`config.mk`:
```
export PLATFORM = sky130hd
export DESIGN_NAME = lru_key_value_cache_top
export DESIGN_NICKNAME = d
export VERILOG_FILES = /design/src/rtl/lkv_pkg.sv /design/src/rtl/lru_key_value_cache_top.sv
export SDC_FILE = /design/constraint.sdc
export NUM_CORES = 1
export LEC_CHECK = 0
export BUFFER_PORTS_ARGS = -buffer_cell sky130_fd_sc_hd__buf_2
export CAP_MARGIN = 20
export CORE_MARGIN = 8
export CORE_UTILIZATION = 65
export DETAILED_ROUTE_END_ITERATION = 8
export PLACE_DENSITY = 0.84
export SLEW_MARGIN = 20
export SYNTH_ARGS = -nofsm -noshare
export SYNTH_HDL_FRONTEND = slang
export SYNTH_SLANG_ARGS = --single-unit
export TNS_END_PERCENT = 1
```
`constraint.sdc`:
```
create_clock -name clk -period 12.2 [get_ports clk]
set_input_delay 0.61 -clock clk [delete_from_list [all_inputs] [get_ports clk]]
set_output_delay 0.61 -clock clk [all_outputs]
set_load 0.05 [all_outputs]
```
`src/rtl/lkv_pkg.sv`:
```
// Package for the LRU key/value cache: sizes, command codes and payload structs.
// Used by lru_key_value_cache_top and lkv_checker; depends on nothing.
`default_nettype none

package lkv_pkg;

  localparam int ENTRIES    = 8;
  localparam int KEY_BITS   = 16;
  localparam int VALUE_BITS = 32;
  localparam int CAP_BITS   = 4;
  localparam int CAP_RESET  = 8;
  localparam int RANK_BITS  = (ENTRIES > 1) ? $clog2(ENTRIES) : 1;
  localparam int CNT_BITS   = $clog2(ENTRIES + 1);
  localparam int CMP_BITS   = (CNT_BITS > CAP_BITS) ? CNT_BITS : CAP_BITS;

  typedef enum logic {
    CMD_PUT = 1'b0,
    CMD_GET = 1'b1
  } cmd_t;

  typedef struct packed {
    cmd_t                  command;
    logic [KEY_BITS-1:0]   key;
    logic [VALUE_BITS-1:0] value;
  } lkv_in_t;

  typedef struct packed {
    logic                  hit;
    logic [VALUE_BITS-1:0] read_value;
    logic                  evicted;
    logic [KEY_BITS-1:0]   evicted_key;
  } lkv_out_t;

endpackage

`default_nettype wire

```
`src/rtl/lru_key_value_cache_top.sv`:
```
// Each access is captured in the input register, and its result in the result register.
// Throughput: one transfer per cycle unless stalled; lookup and rank update are combinational.
// Reset (rst_n, synchronous, active low) clears all valid bits, recency ranks, the fill count
// and the result valid flag, and sets capacity to 8; keys and values are not cleared and no
// clearing pass is needed.
// Top level of the LRU key/value cache; depends on lkv_pkg.
`default_nettype none

module lru_key_value_cache_top (
  input  wire                          clk,
  input  wire                          rst_n,
  input  wire                          in_valid,
  output logic                         in_ready,
  input  wire lkv_pkg::lkv_in_t        in_data,
  output logic                         out_valid,
  input  wire                          out_ready,
  output lkv_pkg::lkv_out_t            out_data,
  input  wire                          cfg_wr_en,
  input  wire [lkv_pkg::CAP_BITS-1:0]  cfg_wr_data
);

  localparam int N  = lkv_pkg::ENTRIES;
  localparam int RB = lkv_pkg::RANK_BITS;
  localparam int CB = lkv_pkg::CNT_BITS;
  localparam int MB = lkv_pkg::CMP_BITS;

  logic                            s1_valid_r;
  lkv_pkg::lkv_in_t                s1_data_r;
  logic                            out_valid_r;
  lkv_pkg::lkv_out_t               out_data_r;
  logic [lkv_pkg::CAP_BITS-1:0]    cap_r;
  logic [lkv_pkg::KEY_BITS-1:0]    key_r [N];
  logic [lkv_pkg::VALUE_BITS-1:0]  val_r [N];
  logic [N-1:0]                    valid_r;
  logic [RB-1:0]                   rank_r [N];
  logic [CB-1:0]                   used_r;

  logic [N-1:0]                    valid_nxt;
  logic [RB-1:0]                   rank_nxt [N];
  logic [CB-1:0]                   used_nxt;
  lkv_pkg::lkv_out_t               out_data_nxt;

  logic                            go;
  logic                            is_put;
  logic                            hit;
  logic                            room;
  logic                            put_new;
  logic                            upd;
  logic [MB-1:0]                   cap_eff;
  logic [N-1:0]                    match;
  logic [N-1:0]                    inv;
  logic [N-1:0]                    free_oh;
  logic [N-1:0]                    oldest_oh;
  logic [N-1:0]                    sel;
  logic [RB-1:0]                   sel_rank;
  logic [CB-1:0]                   thr;
  logic [lkv_pkg::KEY_BITS-1:0]    sel_key;
  logic [lkv_pkg::VALUE_BITS-1:0]  sel_val;

  assign go        = s1_valid_r && (!out_valid_r || out_ready);
  assign in_ready  = !s1_valid_r || go;
  assign out_valid = out_valid_r;
  assign out_data  = out_data_r;

  always_comb begin
    if (cap_r == '0) begin
      cap_eff = MB'(1);
    end else if (MB'(cap_r) > MB'(N)) begin
      cap_eff = MB'(N);
    end else begin
      cap_eff = MB'(cap_r);
    end

    is_put = (s1_data_r.command == lkv_pkg::CMD_PUT);
    for (int i = 0; i < N; i++) begin
      match[i]     = valid_r[i] && (key_r[i] == s1_data_r.key);
      oldest_oh[i] = valid_r[i] && (CB'(rank_r[i]) == (used_r - CB'(1)));
    end
    inv     = ~valid_r;
    free_oh = inv & (~inv + N'(1));
    hit     = |match;
    room    = MB'(used_r) < cap_eff;
    put_new = is_put && !hit;
    upd     = hit || is_put;

    if (hit) begin
      sel = match;
    end else if (room) begin
      sel = free_oh;
    end else begin
      sel = oldest_oh;
    end

    sel_rank = '0;
    sel_key  = '0;
    sel_val  = '0;
    for (int i = 0; i < N; i++) begin
      if (sel[i]) begin
        sel_rank = sel_rank | rank_r[i];
        sel_key  = sel_key | key_r[i];
        sel_val  = sel_val | val_r[i];
      end
    end

    // A new slot ages every valid entry; a touched entry ages only the younger ones.
    thr = (put_new && room) ? used_r : CB'(sel_rank);
    for (int i = 0; i < N; i++) begin
      if (sel[i]) begin
        rank_nxt[i] = '0;
      end else if (valid_r[i] && (CB'(rank_r[i]) < thr)) begin
        rank_nxt[i] = rank_r[i] + RB'(1);
      end else begin
        rank_nxt[i] = rank_r[i];
      end
    end
    valid_nxt = is_put ? (valid_r | sel) : valid_r;
    used_nxt  = (put_new && room) ? (used_r + CB'(1)) : used_r;

    out_data_nxt.hit         = hit;
    out_data_nxt.read_value  = (!is_put && hit) ? sel_val : '0;
    out_data_nxt.evicted     = put_new && !room;
    out_data_nxt.evicted_key = (put_new && !room) ? sel_key : '0;
  end

  always_ff @(posedge clk) begin
    if (!rst_n) begin
      s1_valid_r  <= 1'b0;
      out_valid_r <= 1'b0;
      cap_r       <= lkv_pkg::CAP_BITS'(lkv_pkg::CAP_RESET);
      valid_r     <= '0;
      used_r      <= '0;
      for (int i = 0; i < N; i++) begin
        rank_r[i] <= '0;
      end
    end else begin
      if (in_ready) begin
        s1_valid_r <= in_valid;
      end
      if (go) begin
        out_valid_r <= 1'b1;
      end else if (out_ready) begin
        out_valid_r <= 1'b0;
      end
      if (cfg_wr_en) begin
        cap_r <= cfg_wr_data;
      end
      if (go && upd) begin
        valid_r <= valid_nxt;
        used_r  <= used_nxt;
        for (int i = 0; i < N; i++) begin
          rank_r[i] <= rank_nxt[i];
        end
      end
    end
  end

  always_ff @(posedge clk) begin
    if (in_valid && in_ready) begin
      s1_data_r <= in_data;
    end
    if (go) begin
      out_data_r <= out_data_nxt;
    end
    if (go && is_put) begin
      for (int i = 0; i < N; i++) begin
        if (sel[i]) begin
          key_r[i] <= s1_data_r.key;
          val_r[i] <= s1_data_r.value;
        end
      end
    end
  end

endmodule

`default_nettype wire

```
==> results of run 1 <==
## worst max-delay path by stage
stage / from / endpoint / slack [ns] / cells past startpoint
2_1_floorplan: used_r[0] / key_r[1][16] / 7.07 / 11
3_3_place_gp: s1_data_r[44] / rank_r[1][3] / 6.22 / 14
3_5_place_dp: s1_data_r[35] / rank_r[1][0] / 6.02 / 14
4_1_cts: s1_data_r[35] / rank_r[0][4] / 5.99 / 14
5_1_grt: s1_data_r[32] / rank_r[0][4] / 5.58 / 14
6_report: s1_data_r[45] / rank_r[0][4] / 5.75 / 14
## kinds of logic (layout without fill, tap and decap cells)
logic type      count (synthesis)  after routing  synth area share
fa+ha+maj                      29             29           0.01477
mux                             9              9          0.003719
simple gates                  476            476            0.1140
buf+inv                       144            254           0.02807
xor+xnor                      165            165           0.05960
compound gates                464            464            0.1453
flops                         525            525            0.6345
## power breakdown
group | total [uW] | internal (uW) | switching [uW]
logic | 228 | 79.4 | 149
registers | 2070 | 2020 | 55.7
clock network | 1470 | 818 | 657
total | 3770 | 2910 | 861
## cell usage in the layout, fill, tap and decap left out, types with 48 or more instances in the layout
cell	instances
sky130_fd_sc_hd__a21oi_1	61
sky130_fd_sc_hd__a222oi_1	48
sky130_fd_sc_hd__a22oi_1	181
sky130_fd_sc_hd__and3_1	124
sky130_fd_sc_hd__buf_2	109
sky130_fd_sc_hd__clkbuf_16	50
sky130_fd_sc_hd__edfxtp_1	507
sky130_fd_sc_hd__nand2_1	52
sky130_fd_sc_hd__nand3_1	88
sky130_fd_sc_hd__xnor2_1	115
sky130_fd_sc_hd__xor2_1	49
## Yosys cell counts (13+ instances only)
cell / n
sky130_fd_sc_hd__edfxtp_1: 507
sky130_fd_sc_hd__a22oi_1: 181
sky130_fd_sc_hd__and3_1: 125
sky130_fd_sc_hd__xnor2_1: 115
sky130_fd_sc_hd__nand3_1: 88
sky130_fd_sc_hd__a21oi_1: 61
sky130_fd_sc_hd__clkbuf_1: 59
sky130_fd_sc_hd__nand2_1: 52
sky130_fd_sc_hd__nor2_1: 49
sky130_fd_sc_hd__xor2_1: 49
sky130_fd_sc_hd__a222oi_1: 48
sky130_fd_sc_hd__buf_2: 41
sky130_fd_sc_hd__nand4_1: 41
sky130_fd_sc_hd__ha_1: 29
sky130_fd_sc_hd__a22o_1: 25
sky130_fd_sc_hd__o21ai_0: 24
sky130_fd_sc_hd__a221oi_1: 23
sky130_fd_sc_hd__a31oi_1: 23
sky130_fd_sc_hd__nor3_1: 23
sky130_fd_sc_hd__inv_1: 20
sky130_fd_sc_hd__a22oi_2: 19
sky130_fd_sc_hd__dfxtp_1: 18
sky130_fd_sc_hd__a2111oi_0: 17
sky130_fd_sc_hd__buf_4: 14
sky130_fd_sc_hd__and2_1: 13
## through the flow
step	total power, uW	cells	hold WS (ns)
after floorplan	2245	1812	0.4733
after global placement	2320	2342	0.4965
after detailed placement	2328	2342	0.4986
after CTS	3773	2433	0.1597
after global routing	3868	2433	0.1551
final	3774	2433	0.1683
## critical path: stages, from the launching register on
cell and delay [ns]:
sky130_fd_sc_hd__edfxtp_1 0.73, sky130_fd_sc_hd__xnor2_1 0.30, sky130_fd_sc_hd__nand4_1 0.22, sky130_fd_sc_hd__nor4_4 0.07, sky130_fd_sc_hd__buf_4 0.27, sky130_fd_sc_hd__a22oi_1 0.67, sky130_fd_sc_hd__nand2b_1 0.45, sky130_fd_sc_hd__nor3_4 0.95
sky130_fd_sc_hd__buf_4 0.71, sky130_fd_sc_hd__a221o_1 0.25, sky130_fd_sc_hd__o22ai_1 0.32, sky130_fd_sc_hd__ha_1 0.37, sky130_fd_sc_hd__nor4_1 0.29, sky130_fd_sc_hd__o21ai_0 0.13, sky130_fd_sc_hd__a32oi_1 0.36
## cell type report
| type | instances | area share |
|---|---|---|
| Clock buffer | 59 | 0.04749 |
| Clock inverter | 32 | 0.009572 |
| Inverter | 20 | 0.002775 |
| Multi-Input combinational cell | 1143 | 0.3109 |
| Sequential cell | 525 | 0.5760 |
| Tap cell | 511 | 0.02363 |
| Timing Repair Buffer | 143 | 0.02960 |
## layer usage
metal | wire [um] | global-route usage
met2 | 34260 | 0.5200
met3 | 11810 | 0.08154
met1 | 26600 | 0.4510
met4 | 4643 | 0.1921
met5 | 13 | 0
## flip-flops by register name (all words and copies together) (netlist names)
register and flops:
out_data 50, out_valid 1, valid_r 8, s1_valid_r 1, val_r 256, used_r 4
key_r 128, s1_data_r 49, rank_r 24, cap_r 4
==> results.py, run 1 <==
metrics = {
    "place": {
        "place_worst_setup_slack_ns": 6.022,
        "io_buffers": 109,
        "globalplace.congestion": 1.045,
        "dpl_wire_length_um": 44730,
        "placement.cell_area_um2": 25510,
    },
    "sta": {
        "fmaxAchievable_mhz": 155.0,
        "fin_ws_ns": 5.749,
        "slew_headroom": 0.2935,
        "finalSetupViolCount": 0,
        "timing.setup.tns_ns": 0,
        "timing_worst_slew_pin_value_ns": 1.060,
        "timing.final.max_slew_violations": 0,
        "skew_final_ns": 0.02443,
        "fin_crit_sh": 0.5288,
        "period_needed_ns": 6.451,
        "rsz0062_at_grt": "false",
        "timing_hold_violations_final": 0,
    },
    "finish": {
        "multi_input_area_um2": 8413,
        "syn2layout_area_growth_pct": 10.15,
        "drive_above_1_share": 0.1394,
        "nFillCells": 2344,
        "final_design_area_no_fill_um2": 27060,
        "diodes": 0,
        "post_route_core_utilization": 0.7235,
        "seq_area_um2": 15580,
        "layout_net_count": 1970,
    },
    "synthesis": {
        "synth_warnings": 0,
        "cells_taking_the_most_area_after_synthesis": "sky130_fd_sc_hd__edfxtp_1, sky130_fd_sc_hd__a22oi_1, sky130_fd_sc_hd__xnor2_1",
        "ys_async_sr_fraction": 0,
        "post-synth-top-area-fraction": 0.6198,
        "syn_area_per_cell_um2": 13.56,
        "synthesis.instances": 1812,
        "ys_seq_area_frac": 0.6345,
        "mappedNetlistNets": 1899,
        "synth-edff-count": 507,
        "top_flip_flop_cell_by_instance_count_after_synthesis": "sky130_fd_sc_hd__edfxtp_1",
        "synth.distinct_cells": 69,
        "syn_area_um2": 24560,
        "synth_top_cell_by_area": "sky130_fd_sc_hd__edfxtp_1",
        "synth-seq-cells": 525,
    },
    "cts": {
        "cts_max_level": 2,
        "worst_setup_hold_path_clk_slew_ns": 0.06,
        "clk_root_buffer_cell": "sky130_fd_sc_hd__clkbuf_16",
        "inserted_clock_buffers": 50,
        "postCtsSetupBuffers": 0,
        "ctsHoldBuffers": 0,
        "cts_tree": "yes",
        "ctsLongestPathBuffers": 3,
        "insertion_delay_ns": 0.61,
        "cts.repair.resized": 0,
        "clkSinkCount": 525,
    },
    "routing": {
        "vias": 18502,
        "vias_per_cell": 7.605,
        "wire_length_per_cell_after_detailed_routing_um": 31.78,
        "ant_nets": 0,
        "detail_route.first_pass.iterations": 7,
        "drc": 0,
        "dr.first_iter.drc_count": 3600,
        "routed_wirelength_um": 77330,
    },
    "global_routing": {
        "track_usage": 0.3418,
        "grt-ovfl-total": 0,
        "grt_pass1_wl_um": 114000,
        "number_of_global_route_vias_before_repair": 18347,
        "antenna_violations_before_repair": 1,
        "grt_start_max_net_pins": 56,
    },
    "worst_setup_path": {
        "r2r_setup_slack_ns": 5.75,
        "timing.setup.critical_path_class": "flop to flop",
        "timing.critical_path.fanout_max": 39,
        "worst-endpoint-arrival_ns": 6.73,
        "r2r-start": "s1_data_r[45]",
        "r2r-end": "rank_r[0][4]",
        "rr_worst_depth": 14,
        "crit_path_start_kind": "flop",
        "critical_path_required_ns": 12.48,
        "critPathCaptureType": "flop",
    },
    "flow_run": {
        "max-cap-violations": 0,
    },
    "status": {
        "run_status": "finished clean",
    },
    "floorplanning": {
        "die-area_um2": 44270,
        "ioPinCount": 110,
        "core.rowCount": 71,
        "start_util": 0.6568,
        "height_of_the_die_um": 210.4,
        "chipWidth_um": 210.4,
        "core_region_area_um2": 37400,
    },
    "min_path": {
        "worst_hold_path.num_cells": 1,
        "worstHoldStart": "in_data[5]",
        "min_to": "s1_data_r[5]",
        "hold_path_class": "primary input to flop",
    },
    "pwr": {
        "p_per_area_nw_per_um2": 139.5,
        "static_power_due_to_leakage_uw": 0.008764,
        "max-vdd-ir-drop_uv": 134.7,
    },
}
Power figures use the tool's default switching activity.
==> inputs of run 2 (changes only) <==
Settings changed: CORE_UTILIZATION 65 to 56, PLACE_DENSITY 0.84 to 0.76.
Clock period 12.2 ns to 5.9 ns, I/O delays scaled along.
==> results.py, run 2 (synthesized netlist as in run 1, its figures left out) <==
metrics = {
    "status": {
        "run_status": "finished clean",
    },
    "cts": {
        "ctsLongestPathBuffers": 3,
        "cts_tree": "yes",
        "worst_setup_hold_path_clk_slew_ns": 0.06,
        "clk_root_buffer_cell": "sky130_fd_sc_hd__clkbuf_16",
        "clkSinkCount": 525,
        "insertion_delay_ns": 0.61,
        "cts.repair.resized": 0,
        "cts_max_level": 2,
        "inserted_clock_buffers": 51,
    },
    "routing": {
        "vias": 18392,
        "detail_route.first_pass.iterations": 7,
        "routed_wirelength_um": 79970,
        "dr.first_iter.drc_count": 3105,
        "vias_per_cell": 7.115,
        "drc": 0,
        "wire_length_per_cell_after_detailed_routing_um": 30.94,
        "ant_nets": 0,
    },
    "sta": {
        "finalSetupViolCount": 0,
        "rsz0062_at_grt": "false",
        "skew_final_ns": 0.02362,
        "period_needed_ns": 5.090,
        "fin_crit_sh": 0.8628,
        "timing_worst_slew_pin_value_ns": 1.113,
        "fmaxAchievable_mhz": 196.4,
        "timing_hold_violations_final": 0,
        "timing.final.max_slew_violations": 0,
        "slew_headroom": 0.2583,
        "timing.setup.tns_ns": 0,
    },
    "flow_run": {
        "max-cap-violations": 0,
    },
    "pwr": {
        "total_power_after_layout_uw": 8010,
        "static_power_due_to_leakage_uw": 0.009145,
        "max-vdd-ir-drop_uv": 253.3,
        "p_per_area_nw_per_um2": 286.0,
    },
    "finish": {
        "drive_above_1_share": 0.1455,
        "layout_net_count": 2045,
        "post_route_core_utilization": 0.6488,
        "largest_register_ffs": 256,
        "nFillCells": 3108,
        "seq_area_um2": 15580,
        "syn2layout_area_growth_pct": 14.03,
        "max_flop_register": "val_r",
        "mostFrequentLayoutCell": "sky130_fd_sc_hd__edfxtp_1",
        "leading_cell_types_in_the_layout_fill_and_taps_excluded": "sky130_fd_sc_hd__edfxtp_1, sky130_fd_sc_hd__a22oi_1, sky130_fd_sc_hd__and3_1",
        "multi_input_area_um2": 8407,
        "diodes": 0,
    },
    "floorplanning": {
        "chipWidth_um": 225.4,
        "ioPinCount": 110,
        "die-area_um2": 50820,
        "start_util": 0.5690,
        "core_region_area_um2": 43170,
        "core.rowCount": 76,
        "height_of_the_die_um": 225.4,
    },
    "worst_setup_path": {
        "critical-path-max-stage-delay_ns": 0.65,
        "cp_cell_instances": "xnor2_1 -> or4b_4 -> nor4_4 -> buf_4 -> a22oi_2 -> or4b_1 -> nor3_4 -> a22o_1 -> a221o_1 -> o22ai_1 -> buf_4 -> ha_1 -> o21ai_0 -> a21oi_1 -> a32oi_1",
        "critPathCaptureType": "flop",
        "timing.critical_path.fanout_max": 16,
        "crit_path_start_kind": "flop",
        "critical-path-top-cell-by-count": "sky130_fd_sc_hd__buf_4",
        "worst-endpoint-arrival_ns": 5.35,
        "timing.setup.critical_path_class": "flop to flop",
        "critical-path-slowest-cell": "sky130_fd_sc_hd__edfxtp_1",
        "critical_path_required_ns": 6.16,
    },
    "place": {
        "io_buffers": 109,
        "dpl_wire_length_um": 47220,
        "globalplace.congestion": 1.023,
    },
    "global_routing": {
        "track_usage": 0.3084,
        "use_met1": 0.4114,
        "grt_use_met2": 0.4852,
        "grt-ovfl-total": 0,
        "grt_start_max_net_pins": 51,
        "grt_pass1_wl_um": 117400,
        "antenna_violations_before_repair": 1,
        "grtUsageMet3": 0.06259,
        "number_of_global_route_vias_before_repair": 18403,
        "top_usage_layer": "met2",
    },
    "min_path": {
        "hold_path_class": "primary input to flop",
    },
}
## run 2: repair_timing
action                    CTS  global route
hold endpoints to repair   54             0
setup buffers               0             0
hold buffers               55             0
## run 2: layout make-up
class | count | share of cell area
clock inverters | 25 | 0.01050
clock buffers | 70 | 0.04811
repair buffers | 217 | 0.05602
flip-flops and latches | 525 | 0.5564
inverters | 20 | 0.002680
multi-input cells | 1143 | 0.3001
well taps | 585 | 0.02613
## run 2: worst paths after layout
path / from / endpoint / slack, ns / cells after the start
setup reg to reg: s1_data_r[37] / rank_r[0][6] / 0.81 / 15
setup / recovery: s1_data_r[37] / rank_r[0][6] / 0.81 / 15
hold reg to reg: cap_r[0] / cap_r[0] / 0.52 / 2
hold / removal: out_ready / out_valid / 0.06 / 3
## run 2: power breakdown
part           switching, uW  internal (uW)  leakage, uW
Sequential               115           4170      0.00478
Combinational            319            192      0.00358
Clock                   1390           1830     0.000786
## run 2: layer usage
metal / part of all wire / vias to the layer above
met1: 0.37 / 8871
met5: 0 / -
met4: 0.044 / 0
met3: 0.13 / 313
met2: 0.46 / 1590
li1: - / 7618
## run 2: critical path, delay by kind of cell (launching register included)
| family | cells | cell delay (ns) |
|---|---|---|
| xor+xnor | 1 | 0.49 |
| compound gates | 7 | 1.62 |
| flops | 1 | 0.65 |
| fa+ha+maj | 1 | 0.23 |
| buf+inv | 2 | 0.46 |
| simple gates | 4 | 1.27 |
## run 2: through the flow
stage / hold WS [ns] / std cells / area, um2 / setup WS [ns]
6_report: 0.06097 / 2585 / 28010 / 0.8096
3_5_place_dp: 0.4731 / 2435 / 25820 / 0.9090
5_1_grt: 0.08597 / 2585 / 28010 / 0.5383
3_3_place_gp: 0.4714 / 2435 / 25820 / 0.9851
4_1_cts: 0.03957 / 2585 / 28010 / 0.8788
2_1_floorplan: 0.3939 / 1812 / 24560 / 0.7666
